[config.mk]
export PLATFORM = sky130hd
export DESIGN_NAME = positional_insert_delete_array_core_flat
export DESIGN_NICKNAME = d
export VERILOG_FILES = /design/src/rtl/pida_pkg.sv /design/src/rtl/pida_stream_if.sv /design/src/rtl/pida_cell.sv /design/src/rtl/positional_insert_delete_array_core.sv /design/src/flat_wrapper.sv
export SDC_FILE = /design/constraint.sdc
export NUM_CORES = 1
export LEC_CHECK = 0
export ABC_AREA = 0
export ABC_CLOCK_PERIOD_IN_PS = 2100
export BUFFER_PORTS_ARGS = -buffer_cell sky130_fd_sc_hd__buf_2
export CORE_AREA = 2 2 39 41
export DETAILED_ROUTE_END_ITERATION = 16
export DIE_AREA = 0 0 41 43
export HOLD_SLACK_MARGIN = 0.15
export PLACE_DENSITY_LB_ADDON = 0.2
export SLEW_MARGIN = 30
export SYNTH_ARGS = -nofsm -noshare
export SYNTH_HDL_FRONTEND = slang
export SYNTH_SLANG_ARGS = --single-unit
export TNS_END_PERCENT = 1
[constraint.sdc]
create_clock -name i_clk -period 2.1 [get_ports i_clk]
set_clock_uncertainty 0.05 [all_clocks]
set_input_delay 0.21 -clock i_clk [delete_from_list [all_inputs] [get_ports i_clk]]
set_output_delay 0.21 -clock i_clk [all_outputs]
set_load 0.01 [all_outputs]
[src/rtl/pida_pkg.sv]
// pida_pkg: shared types and codes for the positional insert/delete array
// depends on nothing; used by the cell and the top level
`timescale 1ns / 1ps

package pida_pkg;

    // width of position/count compares inside the cell row, covers depth up to 1024
    localparam int CTL_BITS = 11;

    typedef enum logic [2:0] {
        CMD_INSERT = 3'd0,
        CMD_REMOVE = 3'd1,
        CMD_READ   = 3'd2,
        CMD_WRITE  = 3'd3,
        CMD_SEARCH = 3'd4
    } t_cmd;

    typedef enum logic [1:0] {
        ST_OK    = 2'd0,
        ST_FULL  = 2'd1,
        ST_RANGE = 2'd2
    } t_status;

    typedef struct packed {
        t_cmd               cmd;
        logic signed [31:0] value;
        logic [6:0]         position;
    } t_cmd_req;

    typedef struct packed {
        logic signed [31:0] read_data;
        logic               found;
        logic [6:0]         entry_count;
        t_status            status;
    } t_rsp;

    // broadcast to every cell in the row
    typedef struct packed {
        logic                act;   // command accepted and legal, cells may update
        t_cmd                cmd;
        logic [CTL_BITS-1:0] pos;
        logic [CTL_BITS-1:0] count;
    } t_cell_ctl;

endpackage

[src/rtl/pida_stream_if.sv]
// pida_stream_if: valid/ready channel carrying one payload of type T
// depends on nothing; payload types come from pida_pkg at the instance
`timescale 1ns / 1ps

interface pida_stream_if #(
    parameter type T = logic
) ();
    logic valid;
    logic ready;
    T     data;

    modport source (output valid, output data, input ready);
    modport sink   (input valid, input data, output ready);
endinterface

[src/rtl/pida_cell.sv]
// pida_cell: one storage slot of the array, shifts with its neighbors
// depends on pida_pkg
`timescale 1ns / 1ps

module pida_cell #(
    parameter int INDEX     = 0,
    parameter int WORD_BITS = 32
) (
    input  logic                   i_clk,
    input  pida_pkg::t_cell_ctl    i_ctl,
    input  logic [WORD_BITS-1:0]   i_value,
    input  logic [WORD_BITS-1:0]   i_left,
    input  logic [WORD_BITS-1:0]   i_right,
    output logic [WORD_BITS-1:0]   o_word,
    output logic [WORD_BITS-1:0]   o_read,
    output logic                   o_match
);

    localparam logic [pida_pkg::CTL_BITS-1:0] IDX = pida_pkg::CTL_BITS'(INDEX);
    localparam logic [pida_pkg::CTL_BITS-1:0] IDX_NEXT = pida_pkg::CTL_BITS'(INDEX + 1);

    logic [WORD_BITS-1:0] r_word;
    logic [WORD_BITS-1:0] n_word;
    logic                 at_pos;

    assign at_pos = (IDX == i_ctl.pos);

    always_comb begin
        n_word = r_word;
        if (i_ctl.act) begin
            unique case (i_ctl.cmd)
                pida_pkg::CMD_INSERT: begin
                    if (at_pos) begin
                        n_word = i_value;
                    end else if (IDX > i_ctl.pos && IDX <= i_ctl.count) begin
                        n_word = i_left;
                    end
                end
                pida_pkg::CMD_REMOVE: begin
                    if (IDX >= i_ctl.pos && IDX_NEXT < i_ctl.count) begin
                        n_word = i_right;
                    end
                end
                pida_pkg::CMD_WRITE: begin
                    if (at_pos) begin
                        n_word = i_value;
                    end
                end
                default: begin
                    n_word = r_word;
                end
            endcase
        end
    end

    // payload only, no reset: a slot is live only after an insert wrote it
    always_ff @(posedge i_clk) begin
        r_word <= n_word;
    end

    assign o_word  = r_word;
    assign o_read  = at_pos ? r_word : '0;
    assign o_match = (IDX < i_ctl.count) && (r_word == i_value);

endmodule

[src/rtl/positional_insert_delete_array_core.sv]
// positional_insert_delete_array_core: bounded ordered array with insert/remove at index
// depends on pida_pkg, pida_stream_if and pida_cell
//
//  channel | dir | payload                                   | accepted when
//  i_cmd   | in  | cmd, value, position                      | valid && ready
//  o_rsp   | out | read_data, found, entry_count, status     | valid && ready
//
// one request per cycle while responses are taken: the row of cells shifts, loads and compares in parallel,
// so a legal request updates every affected slot in the cycle it is accepted
// the response sits in a single output register and shows in the cycle after acceptance
// a stalled response blocks new requests only while it is still held
// reset clears the live count and the response valid; slot contents are not cleared
// no request is taken while reset is asserted
`timescale 1ns / 1ps

module positional_insert_delete_array_core #(
    parameter int DEPTH     = 64,
    parameter int WORD_BITS = 32
) (
    input  logic  i_clk,
    input  logic  i_rst_n,
    pida_stream_if.sink   i_cmd,
    pida_stream_if.source o_rsp
);

    localparam int CNT_BITS = $clog2(DEPTH + 1);
    localparam int CB       = pida_pkg::CTL_BITS;
    localparam logic [CB-1:0] DEPTH_X = CB'(DEPTH);

    // live count and response register
    logic [CNT_BITS-1:0] r_count;
    logic [CNT_BITS-1:0] n_count;
    logic                r_rsp_valid;
    pida_pkg::t_rsp      r_rsp;
    pida_pkg::t_rsp      n_rsp;

    logic                accept;
    pida_pkg::t_cmd_req  req;
    pida_pkg::t_cell_ctl ctl;
    pida_pkg::t_status   status;
    logic [CB-1:0]       pos_x;
    logic [CB-1:0]       cnt_x;

    // input word sign-extended then cut to the stored width
    logic signed [63:0]   value_ext;
    logic [WORD_BITS-1:0] value_w;

    // cell row wiring
    logic [WORD_BITS-1:0] w_word [DEPTH];
    logic [WORD_BITS-1:0] w_read [DEPTH];
    logic [DEPTH-1:0]     w_match;

    logic [WORD_BITS-1:0] read_or;
    logic signed [63:0]   read_ext;

    assign req     = i_cmd.data;
    // output register parts the sides: take a request whenever the slot frees up
    assign i_cmd.ready = i_rst_n && (!r_rsp_valid || o_rsp.ready);
    assign accept  = i_cmd.valid && i_cmd.ready;

    assign value_ext = 64'(req.value);
    assign value_w   = value_ext[WORD_BITS-1:0];

    assign pos_x = CB'(req.position);
    assign cnt_x = CB'(r_count);

    // bounds checks, count update
    always_comb begin
        status  = pida_pkg::ST_OK;
        n_count = r_count;
        unique case (req.cmd)
            pida_pkg::CMD_INSERT: begin
                priority if (cnt_x == DEPTH_X) begin
                    status = pida_pkg::ST_FULL;
                end else if (pos_x > cnt_x) begin
                    status = pida_pkg::ST_RANGE;
                end else begin
                    n_count = r_count + 1'b1;
                end
            end
            pida_pkg::CMD_REMOVE: begin
                if (pos_x >= cnt_x) begin
                    status = pida_pkg::ST_RANGE;
                end else begin
                    n_count = r_count - 1'b1;
                end
            end
            pida_pkg::CMD_READ, pida_pkg::CMD_WRITE: begin
                if (pos_x >= cnt_x) begin
                    status = pida_pkg::ST_RANGE;
                end
            end
            default: begin
                status = pida_pkg::ST_OK;
            end
        endcase
    end

    // broadcast to the row; illegal requests leave every slot alone
    always_comb begin
        ctl.act   = accept && (status == pida_pkg::ST_OK);
        ctl.cmd   = req.cmd;
        ctl.pos   = pos_x;
        ctl.count = cnt_x;
    end

    // row of cells: insert pulls from the left neighbor, remove from the right
    for (genvar g = 0; g < DEPTH; g++) begin : g_cell
        logic [WORD_BITS-1:0] left_w;
        logic [WORD_BITS-1:0] right_w;

        if (g == 0) begin : g_first
            assign left_w = '0;
        end else begin : g_mid_l
            assign left_w = w_word[g-1];
        end

        if (g == DEPTH - 1) begin : g_last
            assign right_w = '0;
        end else begin : g_mid_r
            assign right_w = w_word[g+1];
        end

        pida_cell #(
            .INDEX     (g),
            .WORD_BITS (WORD_BITS)
        ) u_cell (
            .i_clk   (i_clk),
            .i_ctl   (ctl),
            .i_value (value_w),
            .i_left  (left_w),
            .i_right (right_w),
            .o_word  (w_word[g]),
            .o_read  (w_read[g]),
            .o_match (w_match[g])
        );
    end

    // only the addressed cell drives nonzero read data, so an or collects it
    always_comb begin
        read_or = '0;
        for (int k = 0; k < DEPTH; k++) begin
            read_or = read_or | w_read[k];
        end
    end

    assign read_ext = 64'(signed'(read_or));

    always_comb begin
        n_rsp.read_data   = '0;
        n_rsp.found       = 1'b0;
        n_rsp.entry_count = 7'(n_count);
        n_rsp.status      = status;
        if (req.cmd == pida_pkg::CMD_READ && status == pida_pkg::ST_OK) begin
            n_rsp.read_data = read_ext[31:0];
        end
        if (req.cmd == pida_pkg::CMD_SEARCH) begin
            n_rsp.found = |w_match;
        end
    end

    // control state
    always_ff @(posedge i_clk) begin
        if (!i_rst_n) begin
            r_count     <= '0;
            r_rsp_valid <= 1'b0;
        end else begin
            if (accept) begin
                r_count <= n_count;
            end
            if (accept) begin
                r_rsp_valid <= 1'b1;
            end else if (o_rsp.ready) begin
                r_rsp_valid <= 1'b0;
            end
        end
    end

    // response payload
    always_ff @(posedge i_clk) begin
        if (accept) begin
            r_rsp <= n_rsp;
        end
    end

    assign o_rsp.valid = r_rsp_valid;
    assign o_rsp.data  = r_rsp;

endmodule
[src/flat_wrapper.sv]
// flat-port wrapper written by rule: the top's interface ports become plain ports
module positional_insert_delete_array_core_flat 
#(
    parameter int DEPTH     = 64,
    parameter int WORD_BITS = 32
)
  (i_clk, i_rst_n, i_cmd_valid, i_cmd_data, i_cmd_ready, o_rsp_valid, o_rsp_data, o_rsp_ready);
  pida_stream_if i_cmd_i ();
  pida_stream_if o_rsp_i ();
  input  logic i_clk;
  input  logic i_rst_n;
  input wire logic [$bits(i_cmd_i.valid)-1:0] i_cmd_valid;
  input wire logic [$bits(i_cmd_i.data)-1:0] i_cmd_data;
  output wire logic [$bits(i_cmd_i.ready)-1:0] i_cmd_ready;
  output wire logic [$bits(o_rsp_i.valid)-1:0] o_rsp_valid;
  output wire logic [$bits(o_rsp_i.data)-1:0] o_rsp_data;
  input wire logic [$bits(o_rsp_i.ready)-1:0] o_rsp_ready;
  assign i_cmd_i.valid = i_cmd_valid;
  assign i_cmd_i.data = i_cmd_data;
  assign i_cmd_ready = i_cmd_i.ready;
  assign o_rsp_valid = o_rsp_i.valid;
  assign o_rsp_data = o_rsp_i.data;
  assign o_rsp_i.ready = o_rsp_ready;
  positional_insert_delete_array_core #(.DEPTH(DEPTH), .WORD_BITS(WORD_BITS)) u_core (.i_clk(i_clk), .i_rst_n(i_rst_n), .i_cmd(i_cmd_i), .o_rsp(o_rsp_i));
endmodule
==> impl_metrics.toml, run 1 <==
[status]
outcome = "finished, final reports clean"

[sta]
fin_crit_ns = 1.677
rsz0062_at_grt = "no"
finalSetupTns_ns = 0
slew_violations = 0
setup_violations = 0
relSlewSlack_pct = 73.27
max_clock_freq_mhz = 596.2
worst_pin_slew_ns = 0.3973
hold_viol_final = 0
period_share_pct = 79.87

[cells_and_area]
multi_input_area_um2 = 260.3
drive_above_1_share_pct = 26.56
regArea_um2 = 190.2
fin_area_um2 = 564.3
antennaDiodeCount = 0
num-fill-cells = 134
syn_to_final_growth_pct = 18.06
final_nets = 73

[power]
cellLeakagePower_uw = 0.0002305
ir_drop_mv = 0.2878
powerDensity_mw_per_mm2 = 636.4
power_uw = 359.1

[drt]
routed_wl_um = 861
vias_per_cell = 4.788
dr_total_vias = 383
drc = 0
drtAntennaViolNets = 0
drt-wirelength-per-cell_um = 10.76
drt_iter0_markers = 6
first_pass_iters = 4

[hold_path]
min_path_type = "in -> reg"

[synthesis]
syn_inst = 53
syn_nets = 61
syn_avg_cell_area_um2 = 9.018
synth_edf_count = 1
synth_top_cell_area_share_pct = 33.51
async_flop_share_pct = 0
yosys.area.top_type = "dfxtp_1"
ys_seq_area_share_pct = 39.79
ys.flop_type = "dfxtp_1"
synth_seq_cells = 9
synth_most_common_cell = "dfxtp_1"
syn_area_um2 = 478.0
yosysUniqueCellTypes = 25
yosys-top-cells-area = "dfxtp_1, ha_1, edfxtp_1, nor2_1, xnor2_1"
ys_warn_count = 0
synth_common_cells = "dfxtp_1, nor2_1, inv_1"

[grt]
grt.total_usage_pct = 12.99
grt_pass1_wl_mm = 1.524
antenna_found_initial = 0
grt_overflow = 0
grt_max_degree = 8
grt_pass1_vias = 361

[placed_design]
hpwl_um = 631
numPortBuffers = 7
place_area_um2 = 528.0
globalplace.congestion = 0.7165

[floorplan]
core_area_mm2 = 0.001384
ioPinCount = 8
start_util_pct = 34.54
chipHeight_um = 43
rows = 14
die_x_um = 41
die_area_mm2 = 0.001763

[flow_run]
drv_cap = 0

[setup_path]
worstPathMaxFanout = 6
required_ns = 2.20
end_kind = "register"
start_kind = "register"
arrival_ns = 1.78
path_class = "reg -> reg"

[clock_tree]
cts.clk_slew.worst_paths_ns = 0.06
cts_resized = 0
max-clock-path-buffers = 2
h-tree-depth = 1
clockRootBuffer = "clkbuf_4"
clock_sinks = 9
cts_buffers = 3
tritoncts = "done"
clkLatencyLatePin_ns = 0.26
==> power breakdown <==
group | switching (uW) | internal [uW]
logic | 22.9 | 18.3
registers | 3.27 | 178
clock network | 63.7 | 73.4
total | 89.8 | 269
==> cell usage in the layout, fill, tap and decap left out <==
master,netlist,layout
or4_1,1,1
inv_1,6,6
and3_1,1,1
dlygate4sd3_1,0,1
or4_4,1,1
or3_1,1,1
a21oi_2,2,2
nor2_2,1,1
o21ai_1,1,1
nand2_2,1,1
o41ai_1,1,1
nor2b_4,1,1
o32ai_2,1,1
clkbuf_4,0,3
or2_0,1,1
nor3_1,2,2
clkbuf_1,0,1
o211ai_1,1,1
nand2_1,4,4
nand3_1,2,2
xnor2_1,3,3
nor4_1,1,1
nor2_1,7,7
buf_2,1,7
ha_1,3,3
mux2i_1,1,1
dfxtp_1,8,8
edfxtp_1,1,1
==> stage by stage <==
step           std cells  hold WS, ns  setup slack [ns]  util (%)
6_report              80       0.1857            0.4227     40.78
5_1_grt               80       0.1842            0.2835     40.78
4_1_cts               80       0.1775            0.4146     40.78
3_5_place_dp          75       0.4107            0.4254     38.16
3_3_place_gp          75       0.4074            0.4436     38.16
2_1_floorplan         53       0.2807            0.5210         -
==> worst paths after layout <==
check / slack, ns / end / from / cells after the start
worst max-delay path: 0.42 / u_core.r_count[0]$_SDFFE_PN0P_ / u_core.r_count[0]$_SDFFE_PN0P_ / 5
worst min-delay path: 0.19 / u_core.r_count[5]$_SDFFE_PN0P_ / i_rst_n / 3
worst max register to register: 0.42 / u_core.r_count[0]$_SDFFE_PN0P_ / u_core.r_count[0]$_SDFFE_PN0P_ / 5
worst min register to register: 0.44 / u_core.r_count[5]$_SDFFE_PN0P_ / u_core.r_count[5]$_SDFFE_PN0P_ / 1
==> per-layer routing <==
layer / track usage, % / wire length [um] / vias to the layer above / share of wire, %
met5: 0 / 0 / - / 0
met1: 17.21 / 395 / 164 / 46
li1: - / - / 203 / -
met4: 10.00 / 14 / 0 / 1.6
met3: 3.141 / 50 / 2 / 5.8
met2: 17.19 / 400 / 14 / 46
==> what timing repair did <==
action | CTS | global route
endpoints found under the hold margin | 1 | 0
setup buffers | 0 | 0
hold buffers | 1 | 0
==> sequential cells by signal, summed over array words and instances, names as in the netlist <==
register,cells
u_core.o_rsp.data,1
u_core.o_rsp.valid,1
u_core.r_count,7
==> kinds of logic (layout without fill, tap and decap cells) <==
family          count (synthesis)  after routing  synth area share (%)
buf+inv                         7             18                 5.758
flops                           9              9                 39.79
simple gates                   24             24                 27.49
xor+xnor                        3              3                 5.498
mux                             1              1                 2.094
fa+ha+maj                       3              3                 7.854
compound gates                  6              6                 11.52
==> layout make-up <==
class	instances	area share, %
repair buffers	8	7.982
clock buffers	4	4.656
flip-flops and latches	9	33.70
multi-input cells	37	46.12
inverters	6	3.991
well taps	16	3.548
==> critical path, stage by stage (launching register included) <==
cell and delay, ns:
dfxtp_1 0.41, ha_1 0.25, or4_1 0.42, a21oi_2 0.23
or3_1 0.15, a21oi_2 0.05
Power figures use the tool's default switching activity.
==> inputs of run 2 (changes only) <==
--- a/config.mk
+++ b/config.mk
@@ -5,12 +5,12 @@
 export SDC_FILE = /design/constraint.sdc
 export NUM_CORES = 1
 export LEC_CHECK = 0
-export ABC_AREA = 0
-export ABC_CLOCK_PERIOD_IN_PS = 2100
+export ABC_AREA = 1
+export ABC_CLOCK_PERIOD_IN_PS = 1370
 export BUFFER_PORTS_ARGS = -buffer_cell sky130_fd_sc_hd__buf_2
-export CORE_AREA = 2 2 39 41
+export CORE_MARGIN = 2
+export CORE_UTILIZATION = 40
 export DETAILED_ROUTE_END_ITERATION = 16
-export DIE_AREA = 0 0 41 43
 export HOLD_SLACK_MARGIN = 0.15
 export PLACE_DENSITY_LB_ADDON = 0.2
 export SLEW_MARGIN = 30
==> constraint.sdc (replaced) <==
create_clock -name i_clk -period 1.37 [get_ports i_clk]
set_clock_uncertainty 0.05 [all_clocks]
set_input_delay 0.137 -clock i_clk [delete_from_list [all_inputs] [get_ports i_clk]]
set_output_delay 0.137 -clock i_clk [all_outputs]
set_load 0.01 [all_outputs]
==> impl_metrics.toml, run 2 <==
[grt]
antenna_found_initial = 0
grt_pass1_vias = 470
grt_pass1_wl_mm = 1.897
grt.total_usage_pct = 13.77
grt_max_degree = 10
grt_overflow = 0

[synthesis]
yosys.area.top_type = "dfxtp_1"
ys_seq_area_share_pct = 33.19
syn_inst = 82
synth_seq_cells = 9
synth_common_cells = "nand2_1, inv_1, nor2_1"
ys_warn_count = 0
synth_most_common_cell = "nand2_1"
syn_nets = 90
async_flop_share_pct = 0
yosys-top-cells-area = "dfxtp_1, nand2_1, inv_1, ha_1, nor2_1"
synth_edf_count = 1
syn_area_um2 = 573.1
yosysUniqueCellTypes = 20
synth_top_cell_area_share_pct = 27.95
syn_avg_cell_area_um2 = 6.988
ys.flop_type = "dfxtp_1"

[cells_and_area]
regMostFlops = "u_core.r_count"
final_nets = 106
syn_to_final_growth_pct = 26.86
final_common_cell = "nand2_1"
antennaDiodeCount = 0
fin_util_pct = 55.18
drive_above_1_share_pct = 32.99
final_cell_mix = "nand2_1, inv_1, nor2_1"
fin_area_um2 = 726.9
largest_reg_flops = 7

[clock_tree]
cts_buffers = 3
cts.clk_slew.worst_paths_ns = 0.06
clockRootBuffer = "clkbuf_4"
max-clock-path-buffers = 2
clock_sinks = 9
clkLatencyLatePin_ns = 0.26
h-tree-depth = 1
tritoncts = "done"

[hold_path]
hold_depth = 3
min_path_type = "in -> reg"

[drt]
first_pass_iters = 4
vias_per_cell = 4.607
routed_wl_mm = 1.071
drt-wirelength-per-cell_um = 9.563
drt_iter0_markers = 1
dr_total_vias = 516
drc = 0
drtAntennaViolNets = 0

[sta]
max_clock_freq_mhz = 741.9
slew_violations = 0
hold_viol_final = 0
setup_violations = 0
period_share_pct = 98.38
relSlewSlack_pct = 83.91
worst_pin_slew_ns = 0.2410
worst_hold_slack_ns = 0.1748
rsz0062_at_grt = "yes"
fin_crit_ns = 1.348

[placed_design]
hpwl_um = 797
numPortBuffers = 7
place_area_um2 = 634.4
globalplace.congestion = 0.7847

[setup_path]
end_kind = "register"
crit_slowest_cell = "dfxtp_4"
start_kind = "register"
required_ns = 1.51
slowest_delay_ns = 0.36
arrival_ns = 1.48
cp_cell_sequence = "ha_4, nor2_4, nand2_2, nand2_2, nand2_4, buf_4, nand3_1, a21oi_1"
cp_common_cell = "nand2_2"
worstPathMaxFanout = 7
reg2reg_depth = 8
path_class = "reg -> reg"

[power]
powerDensity_mw_per_mm2 = 835.0
cellLeakagePower_uw = 0.0003501
ir_drop_mv = 0.5447
power_uw = 607.0

[floorplan]
rows = 13
chipHeight_um = 41.85
die_x_um = 41.85
ioPinCount = 8
die_area_mm2 = 0.001751
core_area_mm2 = 0.001318
start_util_pct = 43.49

[status]
outcome = "finished, final reports clean"

[flow_run]
drv_cap = 0
run 2: cell count changes in the layout (fill, tap and decap cells not counted), moves of 4 or more:
cell and delta:
a21oi_1 +4, nand3_1 +4, inv_1 +7, nand2_2 +5
nand2_1 +10
run 2: final timing paths:
check	startpoint	endpoint	slack, ns
hold / removal	i_cmd_valid	u_core.o_rsp.valid$_SDFFE_PN0P_	0.17
setup reg to reg	u_core.r_count[0]$_SDFFE_PN0P_	u_core.r_count[4]$_SDFFE_PN0P_	0.02
setup / recovery	u_core.r_count[0]$_SDFFE_PN0P_	u_core.r_count[4]$_SDFFE_PN0P_	0.02
hold reg to reg	u_core.r_count[1]$_SDFFE_PN0P_	u_core.r_count[1]$_SDFFE_PN0P_	0.47
run 2: final cells by class:
type | count | area (um^2)
Timing Repair Buffer | 11 | 70.07
Multi-Input combinational cell | 56 | 352.8
Tap cell | 15 | 18.77
Fill cell | 123 | 590.6
Sequential cell | 9 | 195.2
Inverter | 17 | 63.81
Clock buffer | 4 | 26.28
run 2: cells by family after synthesis:
| family | Yosys count | synth area share [%] |
|---|---|---|
| adders and majority gates | 3 | 6.551 |
| DFF | 9 | 33.19 |
| xor gates and xnor gates | 1 | 1.529 |
| and+or+nand+nor | 45 | 41.49 |
| buffers and inverters | 17 | 11.14 |
| AOI/OAI and AO/OA | 7 | 6.113 |
run 2: per-layer routing:
metal | vias to the layer above | GRT usage [%] | share of wire [%]
met1 | 222 | 18.35 | 51
met3 | 0 | 3.913 | 2.6
met5 | - | 0 | 0
li1 | 287 | - | -
met2 | 7 | 21.56 | 46
met4 | 0 | 3.871 | 0
run 2: stage by stage:
| step | TNS [ns] | instances | worst slack (ns) |
|---|---|---|---|
| finish | 0 | 112 | 0.02219 |
| CTS | 0 | 111 | 0.006405 |
| detailed placement | -0.02602 | 105 | -0.01442 |
| floorplan | 0 | 82 | 0.07586 |
| global route | -0.2805 | 112 | -0.07214 |
| global placement | 0 | 105 | 0.009838 |
run 2: worst max-delay path, delay by kind of cell, from the launching register on:
kind	cells	cell delay [ns]
flops	1	0.36
simple gates	5	0.29
fa+ha+maj	1	0.27
compound gates	1	0.16
buf+inv	1	0.13
run 2: timing repair:
item | in CTS | in global routing
resized for setup | 1 | 12
pin swaps | 0 | 7
buffers inserted | 0 | 1
hold buffers | 2 | 0
endpoints found under the setup margin | 4 | 7
endpoints found under the hold margin | 5 | 0
run 2: power breakdown:
part           leakage, uW  total [uW]  internal [uW]  switching [uW]
clock network    0.0000150         202            112            90.1
logic             0.000259         123           54.5            68.3
registers        0.0000758         282            274            7.96
total             0.000350         607            441             166
